**src/rtl/hsvrgb_pkg.sv**
```systemverilog
package hsvrgb_pkg;

	// hue sector, 60 degrees each, counted from red
	typedef enum logic [2:0] {
		SEC_RED     = 3'd0,
		SEC_YELLOW  = 3'd1,
		SEC_GREEN   = 3'd2,
		SEC_CYAN    = 3'd3,
		SEC_BLUE    = 3'd4,
		SEC_MAGENTA = 3'd5
	} sector_t;

	localparam int SECTOR_W = 3;

	// width of the operand fed to the divide-by-15
	localparam int DIV15_IN_W = 12;

	// ceil(2^16 / 15), exact for operands below 4681
	localparam logic [12:0] DIV15_RECIP = 13'd4370;

	// floor(x / 15) by reciprocal multiply, operands here stay below 4096
	function automatic logic [7:0] div15(input logic [DIV15_IN_W-1:0] x);
		logic [24:0] prod;
		prod = 25'(x) * 25'(DIV15_RECIP);
		return prod[23:16];
	endfunction

endpackage

```
**src/rtl/hsvrgb_front.sv**
```systemverilog
module hsvrgb_front #(
	parameter int HUE_FRACTION_BITS   = 7,
	parameter int LEVEL_FRACTION_BITS = 8,
	parameter int LV                  = 9,
	parameter int SW                  = 13
) (
	input  logic                      clk,
	input  logic                      arst_n,
	input  logic                      push,
	output logic                      full,
	input  logic [15:0]               hue,
	input  logic [8:0]                saturation,
	input  logic [8:0]                brightness,
	output logic                      q_push,
	input  logic                      q_full,
	output hsvrgb_pkg::sector_t       sector,
	output logic [SW-1:0]             rem,
	output logic [LV-1:0]             sat,
	output logic [LV-1:0]             val,
	output logic                      bad
);

	localparam int HUE_SECTOR = 60 << HUE_FRACTION_BITS;
	localparam int HUE_FULL   = 360 << HUE_FRACTION_BITS;
	localparam int LEVEL_ONE  = 1 << LEVEL_FRACTION_BITS;

	logic [16:0]         hue_x;
	logic [16:0]         hue_w;
	logic [16:0]         base_w;
	logic [16:0]         rem_raw;
	logic [16:0]         rem_mir;
	logic [7:0]          quot_w;
	logic [LV-1:0]       sat_w;
	logic [LV-1:0]       val_w;
	logic                bad_w;
	hsvrgb_pkg::sector_t sector_w;
	logic                accept;

	logic                v_s1;
	hsvrgb_pkg::sector_t sector_s1;
	logic [SW-1:0]       rem_s1;
	logic [LV-1:0]       sat_s1;
	logic [LV-1:0]       val_s1;
	logic                bad_s1;

	assign hue_x = {1'b0, hue};
	assign sat_w = LV'(saturation);
	assign val_w = LV'(brightness);
	assign bad_w = (hue_x > 17'(HUE_FULL)) || (sat_w > LV'(LEVEL_ONE))
		|| (val_w > LV'(LEVEL_ONE));

	// full turn wraps to zero
	assign hue_w = (hue_x == 17'(HUE_FULL)) ? 17'd0 : hue_x;

	// sector length is 15 << (fraction bits + 2)
	assign quot_w   = hsvrgb_pkg::div15(
		hsvrgb_pkg::DIV15_IN_W'(hue_w >> (HUE_FRACTION_BITS + 2)));
	assign sector_w = hsvrgb_pkg::sector_t'(quot_w[hsvrgb_pkg::SECTOR_W-1:0]);
	assign base_w   = 17'(quot_w[hsvrgb_pkg::SECTOR_W-1:0] * HUE_SECTOR);
	assign rem_raw  = hue_w - base_w;
	// odd sectors run backwards
	assign rem_mir  = sector_w[0] ? (17'(HUE_SECTOR) - rem_raw) : rem_raw;

	assign full   = v_s1 && q_full;
	assign accept = push && !full;
	assign q_push = v_s1 && !q_full;

	always_ff @(posedge clk or negedge arst_n) begin
		if (!arst_n) begin
			v_s1 <= 1'b0;
		end else if (accept) begin
			v_s1 <= 1'b1;
		end else if (q_push) begin
			v_s1 <= 1'b0;
		end
	end

	always_ff @(posedge clk) begin
		if (accept) begin
			sector_s1 <= sector_w;
			rem_s1    <= rem_mir[SW-1:0];
			sat_s1    <= sat_w;
			val_s1    <= val_w;
			bad_s1    <= bad_w;
		end
	end

	assign sector = sector_s1;
	assign rem    = rem_s1;
	assign sat    = sat_s1;
	assign val    = val_s1;
	assign bad    = bad_s1;

endmodule

```
**src/rtl/hsvrgb_queue.sv**
```systemverilog
module hsvrgb_queue #(
	parameter int WIDTH = 8,
	parameter int DEPTH = 4
) (
	input  logic             clk,
	input  logic             arst_n,
	input  logic             push,
	output logic             full,
	input  logic [WIDTH-1:0] wdata,
	output logic             empty,
	input  logic             pop,
	output logic [WIDTH-1:0] rdata
);

	localparam int AW = (DEPTH > 1) ? $clog2(DEPTH) : 1;

	// pointers wrap at the last slot, any depth of one or more
	localparam logic [AW-1:0] LAST = AW'(DEPTH - 1);

	logic [WIDTH-1:0] slot_q [DEPTH];
	logic [AW-1:0]    wr_ptr_q;
	logic [AW-1:0]    rd_ptr_q;
	logic [AW:0]      count_q;
	logic             do_push;
	logic             do_pop;

	assign full    = (count_q == (AW+1)'(DEPTH));
	assign empty   = (count_q == '0);
	assign do_push = push && !full;
	assign do_pop  = pop && !empty;
	assign rdata   = slot_q[rd_ptr_q];

	always_ff @(posedge clk or negedge arst_n) begin
		if (!arst_n) begin
			wr_ptr_q <= '0;
			rd_ptr_q <= '0;
			count_q  <= '0;
		end else begin
			if (do_push) begin
				wr_ptr_q <= (wr_ptr_q == LAST) ? '0 : wr_ptr_q + 1'b1;
			end
			if (do_pop) begin
				rd_ptr_q <= (rd_ptr_q == LAST) ? '0 : rd_ptr_q + 1'b1;
			end
			if (do_push && !do_pop) begin
				count_q <= count_q + 1'b1;
			end else if (do_pop && !do_push) begin
				count_q <= count_q - 1'b1;
			end
		end
	end

	always_ff @(posedge clk) begin
		if (do_push) begin
			slot_q[wr_ptr_q] <= wdata;
		end
	end

endmodule

```
**src/rtl/hsvrgb_back.sv**
```systemverilog
module hsvrgb_back #(
	parameter int HUE_FRACTION_BITS   = 7,
	parameter int LEVEL_FRACTION_BITS = 8,
	parameter int LV                  = 9,
	parameter int SW                  = 13
) (
	input  logic                clk,
	input  logic                arst_n,
	input  logic                q_empty,
	output logic                q_pop,
	input  hsvrgb_pkg::sector_t sector,
	input  logic [SW-1:0]       rem,
	input  logic [LV-1:0]       sat,
	input  logic [LV-1:0]       val,
	input  logic                bad,
	output logic                o_push,
	input  logic                o_full,
	output logic [7:0]          red,
	output logic [7:0]          green,
	output logic [7:0]          blue,
	output logic                status
);

	localparam int L          = LEVEL_FRACTION_BITS;
	localparam int HUE_SECTOR = 60 << HUE_FRACTION_BITS;
	localparam int LEVEL_ONE  = 1 << L;
	localparam int PW         = LV + SW;
	localparam int IW         = L + SW + 1;
	localparam int MW         = LV + IW;
	localparam int MID_SHIFT  = 2 * L + 2 + HUE_FRACTION_BITS;

	localparam logic [SW-1:0] SECTOR_V = SW'(HUE_SECTOR);

	logic en;

	logic [PW-1:0]       cs_w;
	logic [PW:0]         inner_w;
	logic [LV+7:0]       v255_w;
	logic [2*LV+7:0]     l255_w;
	logic [MW+7:0]       m255_w;
	logic [7:0]          mid_w;

	logic                v_s1, v_s2, v_s3, v_s4, v_s5;
	hsvrgb_pkg::sector_t sector_s1, sector_s2, sector_s3, sector_s4;
	logic                bad_s1, bad_s2, bad_s3, bad_s4;
	logic [LV-1:0]       val_s1, val_s2;
	logic [PW-1:0]       sr_s1;
	logic [LV-1:0]       comp_s1;
	logic [IW-1:0]       inner_s2;
	logic [2*LV-1:0]     lowprod_s2;
	logic [7:0]          hi_s2, hi_s3, hi_s4;
	logic [MW-1:0]       midprod_s3;
	logic [7:0]          lowm_s3, lowm_s4;
	logic [hsvrgb_pkg::DIV15_IN_W-1:0] midq_s4;
	logic [7:0]          red_s5, green_s5, blue_s5;
	logic                status_s5;

	// whole pipe holds while the last result cannot leave
	assign en     = !v_s5 || !o_full;
	assign q_pop  = en && !q_empty;
	assign o_push = v_s5 && !o_full;

	assign cs_w    = PW'(comp_s1) * PW'(SECTOR_V);
	assign inner_w = (PW+1)'(sr_s1) + (PW+1)'(cs_w);
	assign v255_w  = {val_s1, 8'b0} - (LV+8)'(val_s1);
	assign l255_w  = {lowprod_s2, 8'b0} - (2*LV+8)'(lowprod_s2);
	assign m255_w  = {midprod_s3, 8'b0} - (MW+8)'(midprod_s3);
	assign mid_w   = hsvrgb_pkg::div15(midq_s4);

	always_ff @(posedge clk or negedge arst_n) begin
		if (!arst_n) begin
			v_s1 <= 1'b0;
			v_s2 <= 1'b0;
			v_s3 <= 1'b0;
			v_s4 <= 1'b0;
			v_s5 <= 1'b0;
		end else if (en) begin
			v_s1 <= !q_empty;
			v_s2 <= v_s1;
			v_s3 <= v_s2;
			v_s4 <= v_s3;
			v_s5 <= v_s4;
		end
	end

	always_ff @(posedge clk) begin
		if (en) begin
			// s1: saturation times sector position, and one minus saturation
			sector_s1 <= sector;
			bad_s1    <= bad;
			val_s1    <= val;
			sr_s1     <= PW'(sat) * PW'(rem);
			comp_s1   <= LV'(LEVEL_ONE) - sat;

			// s2: mid numerator inner term, low product, top channel
			sector_s2  <= sector_s1;
			bad_s2     <= bad_s1;
			val_s2     <= val_s1;
			inner_s2   <= inner_w[IW-1:0];
			lowprod_s2 <= (2*LV)'(val_s1) * (2*LV)'(comp_s1);
			hi_s2      <= 8'(v255_w >> L);

			// s3: brightness times inner term, bottom channel
			sector_s3  <= sector_s2;
			bad_s3     <= bad_s2;
			hi_s3      <= hi_s2;
			midprod_s3 <= MW'(val_s2) * MW'(inner_s2);
			lowm_s3    <= 8'(l255_w >> (2 * L));

			// s4: scale by 255 and drop the power-of-two part of the divisor
			sector_s4 <= sector_s3;
			bad_s4    <= bad_s3;
			hi_s4     <= hi_s3;
			lowm_s4   <= lowm_s3;
			midq_s4   <= hsvrgb_pkg::DIV15_IN_W'(m255_w >> MID_SHIFT);

			// s5: finish the divide and route channels
			status_s5 <= bad_s4;
			if (bad_s4) begin
				red_s5   <= 8'd0;
				green_s5 <= 8'd0;
				blue_s5  <= 8'd0;
			end else begin
				case (sector_s4)
					hsvrgb_pkg::SEC_RED: begin
						red_s5 <= hi_s4; green_s5 <= mid_w; blue_s5 <= lowm_s4;
					end
					hsvrgb_pkg::SEC_YELLOW: begin
						red_s5 <= mid_w; green_s5 <= hi_s4; blue_s5 <= lowm_s4;
					end
					hsvrgb_pkg::SEC_GREEN: begin
						red_s5 <= lowm_s4; green_s5 <= hi_s4; blue_s5 <= mid_w;
					end
					hsvrgb_pkg::SEC_CYAN: begin
						red_s5 <= lowm_s4; green_s5 <= mid_w; blue_s5 <= hi_s4;
					end
					hsvrgb_pkg::SEC_BLUE: begin
						red_s5 <= mid_w; green_s5 <= lowm_s4; blue_s5 <= hi_s4;
					end
					hsvrgb_pkg::SEC_MAGENTA: begin
						red_s5 <= hi_s4; green_s5 <= lowm_s4; blue_s5 <= mid_w;
					end
					default: begin
						red_s5 <= hi_s4; green_s5 <= lowm_s4; blue_s5 <= mid_w;
					end
				endcase
			end
		end
	end

	assign red    = red_s5;
	assign green  = green_s5;
	assign blue   = blue_s5;
	assign status = status_s5;

endmodule

```
**src/rtl/hsv_to_rgb24_converter.sv**
```systemverilog
// hsv to 24-bit rgb converter. push one word per clock while full is low:
// hue in 2^-HUE_FRACTION_BITS degree units (360 degrees wraps to 0), saturation
// and brightness as fractions where 1 << LEVEL_FRACTION_BITS is 1.0. each word
// gives exactly one result word, in order, on red/green/blue/status while empty
// is low; pop takes it. channels are floor(255 * fraction), computed exactly.
// hue beyond a full turn or a level above 1.0 gives status 1 and black.
// throughput is one word per clock while the consumer keeps popping, set by the
// fully pipelined multiply path; a word passes from the front register, which
// loads at the accepting edge, into the hand-off queue, through five back stages,
// and into the result queue, where empty goes low.
// QUEUE_DEPTH is one or more.
module hsv_to_rgb24_converter #(
	parameter int HUE_FRACTION_BITS   = 7,
	parameter int LEVEL_FRACTION_BITS = 8,
	parameter int QUEUE_DEPTH         = 4
) (
	input  logic        clk,
	input  logic        arst_n,
	input  logic        push,
	output logic        full,
	input  logic [15:0] hue,
	input  logic [8:0]  saturation,
	input  logic [8:0]  brightness,
	output logic        empty,
	input  logic        pop,
	output logic [7:0]  red,
	output logic [7:0]  green,
	output logic [7:0]  blue,
	output logic        status
);

	// internal level width holds both the 9-bit ports and 1.0 itself
	localparam int LV  = (LEVEL_FRACTION_BITS + 1 > 9) ? LEVEL_FRACTION_BITS + 1 : 9;
	// position within a sector, including the full sector length
	localparam int SW  = $clog2((60 << HUE_FRACTION_BITS) + 1);
	localparam int SCW = hsvrgb_pkg::SECTOR_W;
	// hand-off word: sector, position, saturation, brightness, bad flag
	localparam int HW  = SCW + SW + 2 * LV + 1;
	localparam int OW  = 25;

	// front side to hand-off queue
	logic                f_push;
	logic                f_full;
	hsvrgb_pkg::sector_t f_sector;
	logic [SW-1:0]       f_rem;
	logic [LV-1:0]       f_sat;
	logic [LV-1:0]       f_val;
	logic                f_bad;
	logic [HW-1:0]       f_word;

	// hand-off queue to back side
	logic                b_empty;
	logic                b_pop;
	logic [HW-1:0]       b_word;

	// back side to result queue
	logic                r_push;
	logic                r_full;
	logic [7:0]          r_red;
	logic [7:0]          r_green;
	logic [7:0]          r_blue;
	logic                r_status;
	logic [OW-1:0]       o_word;

	// front: range check, hue wrap, sector split
	hsvrgb_front #(
		.HUE_FRACTION_BITS   (HUE_FRACTION_BITS),
		.LEVEL_FRACTION_BITS (LEVEL_FRACTION_BITS),
		.LV                  (LV),
		.SW                  (SW)
	) u_front (
		.clk        (clk),
		.arst_n     (arst_n),
		.push       (push),
		.full       (full),
		.hue        (hue),
		.saturation (saturation),
		.brightness (brightness),
		.q_push     (f_push),
		.q_full     (f_full),
		.sector     (f_sector),
		.rem        (f_rem),
		.sat        (f_sat),
		.val        (f_val),
		.bad        (f_bad)
	);

	assign f_word = {f_sector, f_rem, f_sat, f_val, f_bad};

	// lets the front keep taking words while the back is held by the consumer
	hsvrgb_queue #(
		.WIDTH (HW),
		.DEPTH (QUEUE_DEPTH)
	) u_handoff (
		.clk    (clk),
		.arst_n (arst_n),
		.push   (f_push),
		.full   (f_full),
		.wdata  (f_word),
		.empty  (b_empty),
		.pop    (b_pop),
		.rdata  (b_word)
	);

	// back: chroma, offset and scaling pipeline
	hsvrgb_back #(
		.HUE_FRACTION_BITS   (HUE_FRACTION_BITS),
		.LEVEL_FRACTION_BITS (LEVEL_FRACTION_BITS),
		.LV                  (LV),
		.SW                  (SW)
	) u_back (
		.clk     (clk),
		.arst_n  (arst_n),
		.q_empty (b_empty),
		.q_pop   (b_pop),
		.sector  (hsvrgb_pkg::sector_t'(b_word[HW-1 -: SCW])),
		.rem     (b_word[HW-SCW-1 -: SW]),
		.sat     (b_word[2*LV : LV+1]),
		.val     (b_word[LV : 1]),
		.bad     (b_word[0]),
		.o_push  (r_push),
		.o_full  (r_full),
		.red     (r_red),
		.green   (r_green),
		.blue    (r_blue),
		.status  (r_status)
	);

	assign o_word = {r_red, r_green, r_blue, r_status};

	// result queue, head word drives the output ports
	hsvrgb_queue #(
		.WIDTH (OW),
		.DEPTH (QUEUE_DEPTH)
	) u_result (
		.clk    (clk),
		.arst_n (arst_n),
		.push   (r_push),
		.full   (r_full),
		.wdata  (o_word),
		.empty  (empty),
		.pop    (pop),
		.rdata  ({red, green, blue, status})
	);

endmodule

```
**config.mk**
```make
export PLATFORM = sky130hd
export DESIGN_NAME = hsv_to_rgb24_converter
export DESIGN_NICKNAME = d
export VERILOG_FILES = /design/src/rtl/hsvrgb_pkg.sv /design/src/rtl/hsvrgb_front.sv /design/src/rtl/hsvrgb_queue.sv /design/src/rtl/hsvrgb_back.sv /design/src/rtl/hsv_to_rgb24_converter.sv
export SDC_FILE = /design/constraint.sdc
export NUM_CORES = 2
export LEC_CHECK = 0
export ABC_AREA = 1
export BUFFER_PORTS_ARGS = -buffer_cell sky130_fd_sc_hd__buf_4
export CAP_MARGIN = 10
export CELL_PAD_IN_SITES_DETAIL_PLACEMENT = 1
export CELL_PAD_IN_SITES_GLOBAL_PLACEMENT = 1
export CORE_MARGIN = 1
export CORE_UTILIZATION = 25
export CTS_CLUSTER_SIZE = 12
export DETAILED_ROUTE_END_ITERATION = 12
export GPL_TIMING_DRIVEN = 0
export PLACE_DENSITY = 0.57
export SKIP_CTS_REPAIR_TIMING = 1
export SYNTH_ARGS = -nofsm -noshare
export SYNTH_HDL_FRONTEND = slang
export SYNTH_SLANG_ARGS = --single-unit
```
**constraint.sdc**
```tcl
create_clock -name clk -period 27.5 [get_ports clk]
set_clock_uncertainty 0.1 [all_clocks]
set_input_delay 1.375 -clock clk [delete_from_list [all_inputs] [get_ports clk]]
set_output_delay 1.375 -clock clk [all_outputs]
set_load 0.01 [all_outputs]
```
==> flow_summary.ini <==
[run_status]
status = finished clean

[grt]
grt_pass1_vias = 29300
grt_max_degree = 59
overflow = 0
antenna_found_initial = 1
track_usage_pct = 13.3
grt_pass1_wl_mm = 161

[hold_path]
min_path_type = flip-flop to flip-flop

[synthesis]
ys.flop_type = edfxtp_1
async_flop_share_pct = 3.94
synth.avg_cell_area_sq_um = 9.55
synthCells = 3923
synth_cell_types = 51
syn_area_sq_um = 37500
synth_fp_nets = 4553
synth_warnings = 0
synth_edf_count = 488
synth_seq_cells = 508
seq_area_frac_synth_pct = 40.5

[timing]
setup_ws_ns = 21.40
slew_viol_final = 0
period_needed_ns = 6.10
relSlewSlack_pct = 36.0
final.setup.tns_ns = 0
rsz0062_at_grt = no
timing.final.crit_share_pct = 22.2
worst_slew_pin_slew_ns = 0.954
finalSetupViolations = 0
hold_violations = 0
fmax_mhz = 164

[detailed_routing]
wl_mm = 99.8
drtIter0Drc = 1277
antenna_left = 0
drc = 0
vias = 26800
viasPerCell = 4.43
dr.pass1.iters = 5
wl_per_cell_um = 16.5

[clock_network]
cts-root-buf = clkbuf_16
cts_buffers = 59
h-tree-depth = 2
clockBufferDepth = 3
path_clk_slew_ns = 0.06
cts_tree = done
clock_sinks = 508
clk_latency_ns = 0.66

[floorplan]
initial_core_util_pct = 25.3
die_area_sq_um = 151000
core_area_sq_um = 148000
die_w_um = 389
rows = 141
io_pins = 65
die_h_um = 389

[placement]
gp_congestion = 0.840
dp_hpwl_mm = 79.5
port_buffers = 64
pre_cts_slack_ns = 20.62

[flow_run]
maxCapViolations = 0

[worst_setup_path]
crit_type = input port to flip-flop
cpMostUsedCell = ha_1
cp_max_fo = 4
cp-start-kind = input port
required_ns = 27.80
crit_arrival_ns = 6.39
slowest_delay_ns = 0.51
critPathSlowestCell = fa_1
worst_setup_path_end_kind = flip-flop

[final_layout]
area_growth_syn_to_layout_pct = 13.7
antenna_cells = 0
nets = 4686
drive_above_1_share_pct = 6.38
==> routing by layer <==
metal	global-route usage (%)	part of all wire, %	vias up	wire, um
li1	-	-	13000	-
met1	17.1	46	13300	46100
met2	23.9	49	299	49300
met3	1.32	2.3	109	2350
met4	3.10	2.1	0	2100
met5	0	0	-	0
==> synth_stat cells (all sizes together) (38+ instances only) <==
cell | instances | area share [%]
clkbuf | 84 | 0.84
fa | 298 | 16
a21oi | 185 | 2.5
o21ai | 169 | 2.3
nand2 | 900 | 9.0
nand4 | 38 | 0.63
ha | 294 | 9.8
nand3 | 128 | 1.7
nor2 | 316 | 3.2
inv | 679 | 6.8
o22ai | 38 | 0.63
edfxtp | 488 | 39
xor2 | 62 | 1.4
==> through the flow <==
step | hold WS, ns | cells | area [sq um] | utilization (%)
final | 0.308 | 6035 | 42600 | 28.7
after global routing | 0.321 | 6035 | 42600 | 28.7
after CTS | 0.311 | 6035 | 42600 | 28.7
after detailed placement | 0.305 | 5925 | 40600 | 27.4
after global placement | 0.302 | 5917 | 40400 | 27.2
after floorplan | 0.300 | 3923 | 37500 | -
==> sequential cells by signal (all words and copies together) (netlist names), 9 cells and up <==
name	flops
u_front.val	9
u_back.val_s2	9
u_back.sr_s1	22
u_back.val_s1	9
u_back.lowprod_s2	18
u_front.rem	13
u_back.inner_s2	22
u_front.sat	9
u_handoff.slot_q	140
u_back.comp_s1	9
u_back.midq_s4	12
u_result.slot_q	100
u_back.midprod_s3	31
==> area by class of cell <==
type / count / area (sq um)
fillers: 17100 / 106000
plain buffers: 111 / 483
clock buffers: 80 / 1660
inverters: 680 / 2550
repair buffers: 72 / 678
flip-flops and latches: 508 / 15200
multi-input cells: 2624 / 19300
clock inverters: 30 / 293
well taps: 1930 / 2410
==> worst max-delay path, delay by kind of cell <==
family                   cells  cell delay, ns
AO/OA/AOI/OAI                2            0.31
XOR/XNOR                     1            0.38
adder cells (fa/ha/maj)      8            2.58
buffers and inverters        6            0.35
AND/OR/NAND/NOR             13            1.39
==> kinds of logic (layout without fill, tap and decap cells) <==
group / Yosys count / count (layout) / synth area share, %
flops: 508 / 508 / 40.5
mux: 1 / 1 / 0.0301
fa+ha+maj: 592 / 592 / 25.7
xor+xnor: 96 / 96 / 2.24
buf+inv: 791 / 973 / 8.10
compound gates: 481 / 481 / 7.62
simple gates: 1454 / 1454 / 15.8
==> placed cells by master, fill, tap and decap left out, types with 28 or more instances in the layout <==
master and count:
nand2_1 898, inv_1 651, edfxtp_1 488, nor2_1 302
fa_1 298, ha_1 294, a21oi_1 184, o21ai_0 156
nand3_1 126, clkbuf_1 96, buf_4 69, xor2_1 62
clkbuf_16 60, nand4_1 38, o22ai_1 38, xnor2_1 34
nor3_1 29, inv_2 28
==> worst paths after layout <==
check / startpoint / to / slack (ns) / depth (start not counted)
worst min register to register: u_back.hi_s2[0] / u_back.hi_s3[0] / 0.31 / 0
min in group asynchronous: arst_n / u_result.rd_ptr_q[0] / 0.59 / 1
max in group asynchronous: arst_n / u_handoff.wr_ptr_q[1] / 26.30 / 1
worst max-delay path: hue[0] / u_front.rem[12] / 21.40 / 30
worst min-delay path: u_back.hi_s2[0] / u_back.hi_s3[0] / 0.31 / 0
worst max register to register: u_handoff.rd_ptr_q[0] / u_back.sr_s1[21] / 21.42 / 18
Power is not shown: default switching activity piles up to over one toggle a cycle in this logic, so the estimate is an artifact.
